===== config.mk =====
export PLATFORM = sky130hd
export DESIGN_NAME = leaky_integrate_fire_neuron_flat
export DESIGN_NICKNAME = d
export VERILOG_FILES = /design/src/rtl/core/lif_pkg.sv /design/src/rtl/core/lif_if.sv /design/src/rtl/core/leaky_integrate_fire_neuron.sv /design/src/flat_wrapper.sv
export SDC_FILE = /design/constraint.sdc
export NUM_CORES = 2
export LEC_CHECK = 0
export ABC_AREA = 1
export BUFFER_PORTS_ARGS = -buffer_cell sky130_fd_sc_hd__buf_4
export CORE_MARGIN = 8
export CORE_UTILIZATION = 45
export DETAILED_ROUTE_END_ITERATION = 8
export GPL_ROUTABILITY_DRIVEN = 0
export PLACE_DENSITY_LB_ADDON = 0.12
export SYNTH_ARGS = -nofsm -noshare
export SYNTH_HDL_FRONTEND = slang
export SYNTH_SLANG_ARGS = --single-unit

===== constraint.sdc =====
create_clock -name clk -period 14.2 [get_ports clk]
set_input_delay 4.26 -clock clk [delete_from_list [all_inputs] [get_ports clk]]
set_output_delay 4.26 -clock clk [all_outputs]
set_load 0.05 [all_outputs]

===== src/rtl/core/lif_pkg.sv =====
`default_nettype none

package lif_pkg;

	// Field widths
	localparam int VOLT_W  = 32;
	localparam int THR_W   = 31;
	localparam int LEAK_W  = 16;
	localparam int REFR_W  = 8;
	localparam int STEP_W  = 16;
	localparam int RATE_W  = 16;
	localparam int DRIVE_W = 48;
	localparam int FCNT_W  = 16;
	localparam int CFG_W   = 31;
	localparam int CFG_IDX_W = 3;

	// Operation codes carried by each input beat
	typedef enum logic [2:0] {
		OP_TICK      = 3'd0,
		OP_PULSE     = 3'd1,
		OP_SET_VOLT  = 3'd2,
		OP_MARK_FIRE = 3'd3,
		OP_ADAPT     = 3'd4,
		OP_CLR_COUNT = 3'd5,
		OP_RESET     = 3'd6
	} op_t;

	// Configuration register indexes
	typedef enum logic [CFG_IDX_W-1:0] {
		REG_LEAK_FACTOR  = 3'd0,
		REG_REFR_TICKS   = 3'd1,
		REG_THR_STEP     = 3'd2,
		REG_THR_FLOOR    = 3'd3,
		REG_THR_CEILING  = 3'd4,
		REG_INIT_THR     = 3'd5,
		REG_TARGET_RATE  = 3'd6,
		REG_ADAPTS       = 3'd7
	} cfg_reg_t;

	// Register reset values
	localparam logic [LEAK_W-1:0] LEAK_RST    = 16'd62259;
	localparam logic [REFR_W-1:0] REFR_RST    = 8'd2;
	localparam logic [STEP_W-1:0] STEP_RST    = 16'd655;
	localparam logic [THR_W-1:0]  FLOOR_RST   = 31'd6554;
	localparam logic [THR_W-1:0]  CEILING_RST = 31'd655360;
	localparam logic [THR_W-1:0]  INIT_THR_RST = 31'd65536;
	localparam logic [RATE_W-1:0] RATE_RST    = 16'd5;

endpackage

`default_nettype wire


===== src/rtl/core/lif_if.sv =====
`default_nettype none

// Input channel: one operation per beat
interface lif_in_if
	import lif_pkg::*;
();
	logic                     valid;
	logic                     ready;
	op_t                      operation;
	logic signed [VOLT_W-1:0] amount;

	modport source (output valid, output operation, output amount, input ready);
	modport sink (input valid, input operation, input amount, output ready);
endinterface

// Result channel: neuron state after each operation
interface lif_out_if
	import lif_pkg::*;
();
	logic                     valid;
	logic                     ready;
	logic                     spike;
	logic signed [VOLT_W-1:0] voltage_out;
	logic [THR_W-1:0]         threshold_out;
	logic [FCNT_W-1:0]        fire_count_out;
	logic [DRIVE_W-1:0]       drive_out;

	modport source (output valid, output spike, output voltage_out, output threshold_out,
		output fire_count_out, output drive_out, input ready);
	modport sink (input valid, input spike, input voltage_out, input threshold_out,
		input fire_count_out, input drive_out, output ready);
endinterface

`default_nettype wire


===== src/rtl/core/leaky_integrate_fire_neuron.sv =====
`default_nettype none

// Leaky integrate-and-fire neuron with adaptive threshold. One operation beat is taken
// every clock cycle while results keep draining. An accepted operation waits in the input
// register until the result register is free or being taken, and its result is then
// loaded into the result register. The cycle time is set by the tick path: a 32x17 leak
// multiply and the saturating drive adder, chosen between in one pass on the state
// registers. A write to initial_threshold also reloads the live threshold. The user must
// write configuration only while no operation is in flight; the block itself does not enforce this.
module leaky_integrate_fire_neuron
	import lif_pkg::*;
#(
	parameter int COUNT_WIDTH = 16
) (
	input  wire                    clk,
	input  wire                    arst_n,
	lif_in_if.sink                 item,
	lif_out_if.source              result,
	input  wire                    cfg_we,
	input  wire [CFG_IDX_W-1:0]    cfg_index,
	input  wire [CFG_W-1:0]        cfg_data
);

	localparam int CW = COUNT_WIDTH;

	// Configuration registers
	logic [LEAK_W-1:0] leak_q;
	logic [REFR_W-1:0] refr_ticks_q;
	logic [STEP_W-1:0] step_q;
	logic [THR_W-1:0]  floor_q;
	logic [THR_W-1:0]  ceiling_q;
	logic [RATE_W-1:0] target_q;
	logic              adapts_q;

	// Neuron state
	logic signed [VOLT_W-1:0] volt_q;
	logic [THR_W-1:0]         thr_q;
	logic [CW-1:0]            cnt_q;
	logic [DRIVE_W-1:0]       drive_q;
	logic [REFR_W-1:0]        refr_q;
	logic                     spike_q;

	// Pipeline
	logic                     valid_s1;
	op_t                      op_s1;
	logic signed [VOLT_W-1:0] amount_s1;
	logic                     valid_s2;
	logic                     advance;

	// Next state
	logic signed [VOLT_W-1:0] volt_n;
	logic [THR_W-1:0]         thr_n;
	logic [CW-1:0]            cnt_n;
	logic [DRIVE_W-1:0]       drive_n;
	logic [REFR_W-1:0]        refr_n;
	logic                     spike_n;

	// Datapath terms
	logic [CW-1:0]            cnt_inc;
	logic signed [VOLT_W:0]   diff;
	logic signed [VOLT_W:0]   psum;
	logic signed [48:0]       prod;
	logic [DRIVE_W:0]         drive_sum;
	logic [32:0]              cnt_w;
	logic [32:0]              tgt_w;
	logic signed [33:0]       t_step;
	logic signed [33:0]       t_floor;
	logic signed [33:0]       t_clamp;

	// Saturate a counter value onto the 16-bit result field
	function automatic logic [FCNT_W-1:0] fcnt_sat_n(input logic [CW-1:0] c);
		logic [32:0] w;
		w = 33'(c);
		return (w > 33'(FCNT_W'('1))) ? {FCNT_W{1'b1}} : w[FCNT_W-1:0];
	endfunction

	// Handshake: stage 1 moves on whenever the result register is free or being taken
	assign advance    = valid_s1 && (!valid_s2 || result.ready);
	assign item.ready = !valid_s1 || advance;

	always_ff @(posedge clk or negedge arst_n) begin
		if (!arst_n) begin
			valid_s1 <= 1'b0;
			valid_s2 <= 1'b0;
		end else begin
			if (item.ready) begin
				valid_s1 <= item.valid;
			end
			if (advance) begin
				valid_s2 <= 1'b1;
			end else if (result.ready) begin
				valid_s2 <= 1'b0;
			end
		end
	end

	// Input register
	always_ff @(posedge clk) begin
		if (item.valid && item.ready) begin
			op_s1     <= item.operation;
			amount_s1 <= item.amount;
		end
	end

	// Shared arithmetic
	assign cnt_inc   = (&cnt_q) ? cnt_q : cnt_q + CW'(1);
	assign diff      = (VOLT_W+1)'(volt_q) - (VOLT_W+1)'({1'b0, thr_q});
	assign psum      = (VOLT_W+1)'(volt_q) + (VOLT_W+1)'(amount_s1);
	assign prod      = volt_q * $signed({1'b0, leak_q});
	assign drive_sum = (DRIVE_W+1)'(drive_q) + (DRIVE_W+1)'(volt_q[VOLT_W-2:0]);
	assign cnt_w     = 33'(cnt_q);
	assign tgt_w     = 33'(target_q);

	// Adaptation: one step toward the target, then floor, then ceiling
	always_comb begin
		if (cnt_w > tgt_w) begin
			t_step = $signed({3'b000, thr_q}) + $signed({18'd0, step_q});
		end else if (cnt_w < tgt_w) begin
			t_step = $signed({3'b000, thr_q}) - $signed({18'd0, step_q});
		end else begin
			t_step = $signed({3'b000, thr_q});
		end
		t_floor = (t_step < $signed({3'b000, floor_q})) ? $signed({3'b000, floor_q}) : t_step;
		t_clamp = (t_floor > $signed({3'b000, ceiling_q})) ? $signed({3'b000, ceiling_q})
			: t_floor;
	end

	// Operation decode
	always_comb begin
		volt_n  = volt_q;
		thr_n   = thr_q;
		cnt_n   = cnt_q;
		drive_n = drive_q;
		refr_n  = refr_q;
		spike_n = spike_q;
		unique case (op_s1)
			OP_TICK: begin
				if (refr_q != '0) begin
					refr_n  = refr_q - REFR_W'(1);
					spike_n = 1'b0;
				end else if (!diff[VOLT_W]) begin
					// at or above threshold: fire
					spike_n = 1'b1;
					cnt_n   = cnt_inc;
					drive_n = drive_sum[DRIVE_W] ? {DRIVE_W{1'b1}} : drive_sum[DRIVE_W-1:0];
					volt_n  = diff[VOLT_W-1:0];
					refr_n  = refr_ticks_q;
				end else begin
					// leak, arithmetic shift floors toward minus infinity
					spike_n = 1'b0;
					volt_n  = prod[LEAK_W+VOLT_W-1:LEAK_W];
				end
			end
			OP_PULSE: begin
				if (psum[VOLT_W] != psum[VOLT_W-1]) begin
					volt_n = psum[VOLT_W] ? {1'b1, {(VOLT_W-1){1'b0}}}
						: {1'b0, {(VOLT_W-1){1'b1}}};
				end else begin
					volt_n = psum[VOLT_W-1:0];
				end
			end
			OP_SET_VOLT: begin
				volt_n = amount_s1;
			end
			OP_MARK_FIRE: begin
				spike_n = 1'b1;
				cnt_n   = cnt_inc;
			end
			OP_ADAPT: begin
				if (adapts_q) begin
					thr_n = t_clamp[THR_W-1:0];
				end
			end
			OP_CLR_COUNT: begin
				cnt_n = '0;
			end
			OP_RESET: begin
				volt_n  = '0;
				drive_n = '0;
				spike_n = 1'b0;
				refr_n  = '0;
			end
			default: begin
			end
		endcase
	end

	// Configuration and state registers
	always_ff @(posedge clk or negedge arst_n) begin
		if (!arst_n) begin
			leak_q       <= LEAK_RST;
			refr_ticks_q <= REFR_RST;
			step_q       <= STEP_RST;
			floor_q      <= FLOOR_RST;
			ceiling_q    <= CEILING_RST;
			target_q     <= RATE_RST;
			adapts_q     <= 1'b1;
			volt_q       <= '0;
			thr_q        <= INIT_THR_RST;
			cnt_q        <= '0;
			drive_q      <= '0;
			refr_q       <= '0;
			spike_q      <= 1'b0;
		end else begin
			if (advance) begin
				volt_q  <= volt_n;
				cnt_q   <= cnt_n;
				drive_q <= drive_n;
				refr_q  <= refr_n;
				spike_q <= spike_n;
			end
			// a write of initial_threshold reloads the live threshold
			if (cfg_we && cfg_reg_t'(cfg_index) == REG_INIT_THR) begin
				thr_q <= cfg_data[THR_W-1:0];
			end else if (advance) begin
				thr_q <= thr_n;
			end
			if (cfg_we) begin
				unique case (cfg_reg_t'(cfg_index))
					REG_LEAK_FACTOR: leak_q       <= cfg_data[LEAK_W-1:0];
					REG_REFR_TICKS:  refr_ticks_q <= cfg_data[REFR_W-1:0];
					REG_THR_STEP:    step_q       <= cfg_data[STEP_W-1:0];
					REG_THR_FLOOR:   floor_q      <= cfg_data[THR_W-1:0];
					REG_THR_CEILING: ceiling_q    <= cfg_data[THR_W-1:0];
					REG_INIT_THR: begin
						// only the live threshold above
					end
					REG_TARGET_RATE: target_q     <= cfg_data[RATE_W-1:0];
					REG_ADAPTS:      adapts_q     <= cfg_data[0];
				endcase
			end
		end
	end

	// Result register
	always_ff @(posedge clk) begin
		if (advance) begin
			result.spike          <= spike_n;
			result.voltage_out    <= volt_n;
			result.threshold_out  <= thr_n;
			result.fire_count_out <= fcnt_sat_n(cnt_n);
			result.drive_out      <= drive_n;
		end
	end

	assign result.valid = valid_s2;

`ifndef SYNTH
	// An empty input register never holds off the source
	a_no_bubble: assert property (@(posedge clk) disable iff (!arst_n)
		!valid_s1 |-> item.ready)
		else $error("input stalled with empty stage");

	// A tick in the refractory period counts down and stays silent
	a_refractory: assert property (@(posedge clk) disable iff (!arst_n)
		advance && op_s1 == OP_TICK && refr_q != '0 && !cfg_we
		|=> !spike_q && refr_q == REFR_W'($past(refr_q) - REFR_W'(1)))
		else $error("refractory tick misbehaved");

	// Enabled adaptation never leaves the threshold above the ceiling
	a_ceiling: assert property (@(posedge clk) disable iff (!arst_n)
		advance && op_s1 == OP_ADAPT && adapts_q && !cfg_we |=> thr_q <= ceiling_q)
		else $error("threshold above ceiling after adapt");

	// Only a clear lowers the spike count
	a_count_mono: assert property (@(posedge clk) disable iff (!arst_n)
		!(advance && op_s1 == OP_CLR_COUNT) |=> cnt_q >= $past(cnt_q))
		else $error("spike count fell without a clear");

	// The live counter and the reported count agree whenever a result is loaded
	a_count_report: assert property (@(posedge clk) disable iff (!arst_n)
		advance |=> result.fire_count_out == fcnt_sat_n(cnt_q))
		else $error("reported count differs from counter");
`endif

endmodule

`default_nettype wire


===== src/flat_wrapper.sv =====
// flat-port wrapper written by rule: the top's interface ports become plain ports
module leaky_integrate_fire_neuron_flat import lif_pkg::*;
#(
	parameter int COUNT_WIDTH = 16
)
  (clk, arst_n, cfg_we, cfg_index, cfg_data, item_valid, item_operation, item_amount, item_ready, result_valid, result_spike, result_voltage_out, result_threshold_out, result_fire_count_out, result_drive_out, result_ready);
  lif_in_if item_i ();
  lif_out_if result_i ();
  input  wire clk;
  input  wire arst_n;
  input  wire cfg_we;
  input  wire [CFG_IDX_W-1:0] cfg_index;
  input  wire [CFG_W-1:0] cfg_data;
  input wire logic [$bits(item_i.valid)-1:0] item_valid;
  input wire logic [$bits(item_i.operation)-1:0] item_operation;
  input wire logic [$bits(item_i.amount)-1:0] item_amount;
  output wire logic [$bits(item_i.ready)-1:0] item_ready;
  output wire logic [$bits(result_i.valid)-1:0] result_valid;
  output wire logic [$bits(result_i.spike)-1:0] result_spike;
  output wire logic [$bits(result_i.voltage_out)-1:0] result_voltage_out;
  output wire logic [$bits(result_i.threshold_out)-1:0] result_threshold_out;
  output wire logic [$bits(result_i.fire_count_out)-1:0] result_fire_count_out;
  output wire logic [$bits(result_i.drive_out)-1:0] result_drive_out;
  input wire logic [$bits(result_i.ready)-1:0] result_ready;
  assign item_i.valid = item_valid;
  assign item_i.operation = item_operation;
  assign item_i.amount = item_amount;
  assign item_ready = item_i.ready;
  assign result_valid = result_i.valid;
  assign result_spike = result_i.spike;
  assign result_voltage_out = result_i.voltage_out;
  assign result_threshold_out = result_i.threshold_out;
  assign result_fire_count_out = result_i.fire_count_out;
  assign result_drive_out = result_i.drive_out;
  assign result_i.ready = result_ready;
  leaky_integrate_fire_neuron #(.COUNT_WIDTH(COUNT_WIDTH)) u_core (.clk(clk), .arst_n(arst_n), .item(item_i), .result(result_i), .cfg_we(cfg_we), .cfg_index(cfg_index), .cfg_data(cfg_data));
endmodule

After elaboration in Yosys (flattened, before gate mapping)
Index checks and enable logic that the tools add are counted.

Flip-flop bits (word level): 420. Input bits: 74. Output and inout bits: 130. Word-level logic and storage cells: 100.

$add $sub $neg: 7. Multiply operators: 1. $lt $le $gt $ge: 4. Equality and inequality tests: 15. Muxes and demuxes: 29. Reduce and logical (&&, ||, !) cells: 22.

Operators by type and width (number): 2-to-1 mux 31 bit (5); 2-to-1 mux 48 bit (3); 2-to-1 mux 32 bit (4); case mux 32 bit (4 select lines) (1); 2-to-1 mux 34 bit (3); case mux 48 bit (2 select lines) (1); adder 48 x 31 -> 49 bit (1); multiplier 32 x 17 -> 48 bit (1); 2-to-1 mux 16 bit (3); case mux 16 bit (3 select lines) (1); > comparator 34 x 32 -> 1 bit (1); less-than comparator 34 x 32 -> 1 bit (1); adder 32 x 32 -> 33 bit (1); subtractor 32 x 32 -> 33 bit (1); adder 31 x 16 -> 32 bit (1); subtractor 31 x 16 -> 32 bit (1); equality test 3 bit, second input constant (7); adder 16 x 1 -> 16 bit, second input constant (1); > comparator 16 bit (1); less-than comparator 16 bit (1); 2-to-1 mux 8 bit (2); case mux 8 bit (2 select lines) (1); AND reduction 16 bit (1); AND reduction 2 bit (7); 14 further kinds (28).

Logic depth before layout (Yosys ltp)
Depth after elaboration: 11. Gate-level depth with buffers: 57. Depth with buffers taken out: 53.

Worst setup path after synthesis
No wires, ideal clock.

Path type: input -> register. From: input port result_ready. To: register u_core.result.drive_out[0] (enable). Setup time: 0.542 ns. Arrival time: 8.479 ns. Required time: 13.658 ns. Path slack: 5.179 ns. Stages on the path: 6. Path buffers: 2. Path through: inv_1 -> nand2_1 -> nand2_1 -> inv_1 -> clkbuf_1 -> clkbuf_1.

Longest elaborated chain between the ends: 2.

Ends and longest elaborated chain: from (decl) (RTL line flat_wrapper.sv:24) `input wire logic [$bits(result_i.ready)-1:0] result_ready;`; logical OR 1 bit (RTL line leaky_integrate_fire_neuron.sv:78) `assign advance = valid_s1 && (!valid_s2 || result.ready);`; logical AND 1 bit (RTL line leaky_integrate_fire_neuron.sv:78); via u_core.advance (RTL line leaky_integrate_fire_neuron.sv:48) `logic advance;`; to (signal assigned) (RTL line leaky_integrate_fire_neuron.sv:242) `result.drive_out <= drive_n;`; to (decl) (RTL line lif_if.sv:29) `output fire_count_out, output drive_out, input ready);`.

The timed path passes the listed nets, and every way through them passes these cells. A chain may end at the register's enable or synchronous reset.

Worst setup path after layout
From: register u_core.cnt_q[13]. To: register u_core.thr_q[9].

Longest elaborated chain between the ends: 11. Elaborated cells on any way between the ends: 12. Classes of those cells: order compare (4); mux (8).

Ends and longest elaborated chain: from (decl) (RTL line leaky_integrate_fire_neuron.sv:38) `logic [CW-1:0] cnt_q;`; from (signal assigned) (RTL line leaky_integrate_fire_neuron.sv:207) `cnt_q <= cnt_n;`; less-than comparator 16 bit (RTL line leaky_integrate_fire_neuron.sv:118) `end else if (cnt_w < tgt_w) begin`; 2-to-1 mux 34 bit (RTL line leaky_integrate_fire_neuron.sv:118); 2-to-1 mux 34 bit * (RTL line leaky_integrate_fire_neuron.sv:116) `if (cnt_w > tgt_w) begin`; less-than comparator 34 x 32 -> 1 bit (RTL line leaky_integrate_fire_neuron.sv:123) `t_floor = (t_step < $signed({3'b000, floor_q})) ? $signed({3'b000, floor_q}) : t_step;`; 2-to-1 mux 34 bit * (RTL line leaky_integrate_fire_neuron.sv:123); > comparator 34 x 32 -> 1 bit (RTL line leaky_integrate_fire_neuron.sv:124) `t_clamp = (t_floor > $signed({3'b000, ceiling_q})) ? $signed({3'b000, ceiling_q})`; 2-to-1 mux 31 bit * (RTL line leaky_integrate_fire_neuron.sv:124); 2-to-1 mux 31 bit * (RTL line leaky_integrate_fire_neuron.sv:170) `if (adapts_q) begin`; 2-to-1 mux 31 bit * (RTL line leaky_integrate_fire_neuron.sv:136) `unique case (op_s1)`; via u_core.thr_n[9] (RTL line leaky_integrate_fire_neuron.sv:52) `logic [THR_W-1:0] thr_n;`; 2-to-1 mux 31 bit * (RTL line leaky_integrate_fire_neuron.sv:215) `end else if (advance) begin`; 2-to-1 mux 31 bit * (RTL line leaky_integrate_fire_neuron.sv:213) `if (cfg_we && cfg_reg_t'(cfg_index) == REG_INIT_THR) begin`; to (signal assigned) (RTL line leaky_integrate_fire_neuron.sv:214) `thr_q <= cfg_data[THR_W-1:0];`; to (signal assigned) (RTL line leaky_integrate_fire_neuron.sv:216) `thr_q <= thr_n;`; to (decl) (RTL line leaky_integrate_fire_neuron.sv:37) `logic [THR_W-1:0] thr_q;`.

Mark *: on every way through the listed nets, which the timed path passes. The rest lies on a longest branch. The select of a mux whose other input is x is not followed.

==> results.sh <==
export IMPL_synth_fa_ha_area_share_pct=27.5
export IMPL_setup_worst_path_class="flop to flop"
export IMPL_simple_logic_cell_fraction_of_the_synthesized_area_pct=24.1
export IMPL_grt_start_max_net_pins=130
export IMPL_clockBufferDepth=3
export IMPL_design_core_area_um2=110000
export IMPL_timing_final_max_slew_violations=0
export IMPL_cts_buffers=52
export IMPL_run_status="finished clean"
export IMPL_yosysWarnings=0
export IMPL_iter_0_drt_violations=3843
export IMPL_numPortBuffers=203
export IMPL_stdcell_count=8484
export IMPL_synthCells=6903
export IMPL_number_of_global_route_vias_before_repair=45600
export IMPL_yosys_area_top_type="sky130_fd_sc_hd__fa_1"
export IMPL_clock_fmax_mhz=111
export IMPL_timing_slew_headroom_pct=24.3
export IMPL_max_capacitance_violation_count=0
export IMPL_critPathMostFrequentCell="sky130_fd_sc_hd__nand2_1"
export IMPL_timing_final_crit_period_ns=9.03
export IMPL_critical_path_max_stage_delay_ns=0.90
export IMPL_post_route_cells_drive_above_1_share_pct=6.62
export IMPL_final_setup_skew_ns=0.0551
export IMPL_vias_per_cell=5.39
export IMPL_worst_setup_path_startpoint="u_core.cnt_q[13]$_DFFE_PN0P_"
export IMPL_setup_repair_after_global_routing_missed_its_margin="false"
export IMPL_route_detailed_drc=0
export IMPL_grt_ovfl_total=0
export IMPL_clk_pin_slew_worst_paths_ns=0.06
export IMPL_dp_cells=8384
export IMPL_synth_area_per_cell_um2=7.22
export IMPL_syn_area_um2=49800
export IMPL_yosys_area_top_type_share_pct=19.6
export IMPL_synth_seq_area_share_pct=22.8
export IMPL_post_cts_resized_instances=0
export IMPL_syn_to_final_growth_pct=9.41
export IMPL_finalHoldViolations=0
export IMPL_post_cts_buffers=0
export IMPL_synth_cell_type_count=61
export IMPL_synth_compound_area_share_pct=10.8
export IMPL_postSynth_topFlopCell="sky130_fd_sc_hd__dfrtp_1"
export IMPL_insertion_delay_ns=0.67
export IMPL_floorplan_die_area_um2=122000
export IMPL_layout_filler_cells=11200
export IMPL_worst_ep_required_time_ns=14.76
export IMPL_drtAntennaViolNets=0
export IMPL_grt_first_pass_wirelength_mm=267
export IMPL_post_synthesis_net_count=7782
export IMPL_combinational_family_with_the_most_area_after_synthesis="adder cells"
export IMPL_worst_r2r_startpoint="u_core.cnt_q[13]$_DFFE_PN0P_"
export IMPL_arrival_ns=9.59
export IMPL_wl_per_cell_um=20.2
export IMPL_synth_xor_area_share_pct=2.13
export IMPL_tns_ns=0
export IMPL_floorplan_die_height_um=349
export IMPL_ys_ff_latch=420
export IMPL_dr_total_vias=45800
export IMPL_firstDrtPassIters=7
export IMPL_root_buffer_selected_by_cts="sky130_fd_sc_hd__clkbuf_16"
export IMPL_io_pin_count=204
export IMPL_grt_antenna_before_repair=7
export IMPL_die_w_um=349
export IMPL_kind_of_start_point_of_the_critical_path="flop"
export IMPL_final_min_period_over_clock_period_pct=63.6
export IMPL_synth_async_sr_flop_share_pct=61.2
export IMPL_tritoncts="built"
export IMPL_setup_viol_count_final=0
export IMPL_cpMaxStageDelayCell="sky130_fd_sc_hd__nand3_2"
export IMPL_worstMarginPinSlew_ns=1.14
export IMPL_start_util_pct=45.2
export IMPL_placement_setup_worst_slack_ns=5.21
export IMPL_gr_usage_all_layers_pct=28.0
export IMPL_worst_hold_startpoint="u_core.ceiling_q[16]$_DFFE_PN0P_"
export IMPL_post_synth_mux_area_share_pct=0.0226
export IMPL_hp_class="flop to flop"
export IMPL_cts_hold_buffers_added=0
export IMPL_synth_edff_count=163
export IMPL_placement_rows=122
export IMPL_postLayoutSetupSlackWorst_ns=5.17
export IMPL_end_kind="flop"
export IMPL_cts_sinks=420
export IMPL_place_detailed_hpwl_mm=132
export IMPL_cts_htree_levels=2
export IMPL_finalNetCount=7829
export IMPL_yosys_top_cells_area="sky130_fd_sc_hd__fa_1 20%, sky130_fd_sc_hd__nand2_1 15%, sky130_fd_sc_hd__dfrtp_1 11%"
export IMPL_critical_path_peak_fanout=47
export IMPL_wirelength_mm=172
## cell families (layout without fill, tap and decap cells)
kind of cell,Yosys count,count (layout)
DFF,420,420
muxes,1,1
other,0,2
xor gates and xnor gates,121,121
and+or+nand+nor,2930,2930
AOI/OAI and AO/OA,976,976
adders and majority gates,805,805
buffers and inverters,1650,1741
## per-layer routing
layer / wire (um) / part of all wire [%] / track usage (%)
met5: 27 / 0.016 / 0
met2: 78900 / 46 / 46.0
met1: 70500 / 41 / 36.1
met4: 7640 / 4.4 / 10.9
met3: 14700 / 8.6 / 5.84
## worst paths after layout
| path | to | slack (ns) | cells past startpoint |
|---|---|---|---|
| worst min register to register | u_core.ceiling_q[16]$_DFFE_PN0P_ | 0.48 | 2 |
| worst min-delay path | u_core.ceiling_q[16]$_DFFE_PN0P_ | 0.48 | 2 |
| worst max-delay path | u_core.thr_q[9]$_DFFE_PN0P_ | 5.17 | 46 |
| max in group asynchronous | u_core.leak_q[2]$_DFFE_PN0P_ | 9.08 | 2 |
| worst max register to register | u_core.thr_q[9]$_DFFE_PN0P_ | 5.17 | 46 |
| min in group asynchronous | u_core.ceiling_q[30]$_DFFE_PN0P_ | 3.55 | 1 |
## layout make-up
type                    instances  area (um^2)  share of cell area [%]
multi-input cells            4833        32300                    59.2
clock buffers                  72         1440                    2.63
inverters                    1370         5150                    9.45
clock inverters                26          383                   0.702
flip-flops and latches        420        11400                    20.8
well taps                    1488         1860                    3.41
repair buffers                273         2060                    3.77
diodes                          2         5.00                 0.00918
## sequential cells by signal, indices dropped and copies added, names as in the netlist, 31 cells and up
signal and count:
u_core.amount_s1 32, u_core.volt_q 32, u_core.result.voltage_out 32, u_core.drive_q 48, u_core.result.drive_out 48, u_core.ceiling_q 31
u_core.floor_q 31, u_core.result.threshold_out 31, u_core.thr_q 31
## cells in the final DEF (no fill, tap or decap), types with 6 or more instances in the layout
cell type,synthesis,final
sky130_fd_sc_hd__nor2_1,412,407
sky130_fd_sc_hd__or2_2,25,25
sky130_fd_sc_hd__nor3_1,46,45
sky130_fd_sc_hd__xor2_1,80,80
sky130_fd_sc_hd__edfxtp_1,163,163
sky130_fd_sc_hd__nand2_2,9,12
sky130_fd_sc_hd__o21bai_1,28,28
sky130_fd_sc_hd__o211ai_1,29,29
sky130_fd_sc_hd__a31oi_1,14,14
sky130_fd_sc_hd__o21ai_1,17,17
sky130_fd_sc_hd__inv_1,1364,1362
sky130_fd_sc_hd__xnor2_1,41,41
sky130_fd_sc_hd__buf_4,5,272
sky130_fd_sc_hd__o21a_1,15,15
sky130_fd_sc_hd__bufinv_16,0,8
sky130_fd_sc_hd__a21o_1,20,20
sky130_fd_sc_hd__nand3_1,325,324
sky130_fd_sc_hd__o22ai_1,72,72
sky130_fd_sc_hd__o21ai_0,408,408
sky130_fd_sc_hd__o2111ai_1,8,8
sky130_fd_sc_hd__ha_1,318,318
sky130_fd_sc_hd__nand4_1,89,89
sky130_fd_sc_hd__and3_1,7,7
sky130_fd_sc_hd__fa_1,487,487
sky130_fd_sc_hd__clkbuf_8,0,6
sky130_fd_sc_hd__nand3b_1,13,13
sky130_fd_sc_hd__clkinv_2,0,11
sky130_fd_sc_hd__clkbuf_1,204,14
sky130_fd_sc_hd__dfrtp_1,227,225
sky130_fd_sc_hd__nand2_1,1946,1942
sky130_fd_sc_hd__nor4_1,11,11
sky130_fd_sc_hd__clkbuf_16,0,52
sky130_fd_sc_hd__a21oi_1,322,321
sky130_fd_sc_hd__a21boi_0,24,24
sky130_fd_sc_hd__and2_1,27,27
sky130_fd_sc_hd__nor2_2,6,8
sky130_fd_sc_hd__dfstp_2,30,30
## critical path, delay by kind of cell, from the launching register on
family,cells,cell delay (ns)
adder cells (fa/ha/maj),4,1.67
AO/OA/AOI/OAI,6,0.97
buffers and inverters,5,0.62
flip-flops,1,0.46
AND/OR/NAND/NOR,31,5.17
## cells in the mapped netlist, drive strengths merged (3+ instances only)
library cell	n
nand3b	13
nor2	419
o21a	15
clkbuf	208
xor2	80
nor4	12
nand4	90
o211ai	29
o21ai	426
a21boi	24
o2111ai	8
nand2	1956
a211oi	3
ha	318
xnor2	41
dfstp	30
buf	72
and3	7
o21bai	29
dfrtp	227
a21o	20
inv	1368
fa	487
and2	27
nand3	328
a31oi	14
or2	27
nor3	48
a21oi	327
o22ai	72
edfxtp	163
## per-stage QoR
stage          hold WS (ns)  utilization [%]  cell area [um^2]
6_report              0.484             49.5             54500
5_1_grt               0.506             49.5             54500
4_1_cts               0.488             49.5             54500
3_5_place_dp          0.473             47.8             52700
3_3_place_gp          0.468             47.8             52700
2_1_floorplan         0.448                -             49800
Power is not shown: default switching activity piles up to over one toggle a cycle in this logic, so the estimate is an artifact.
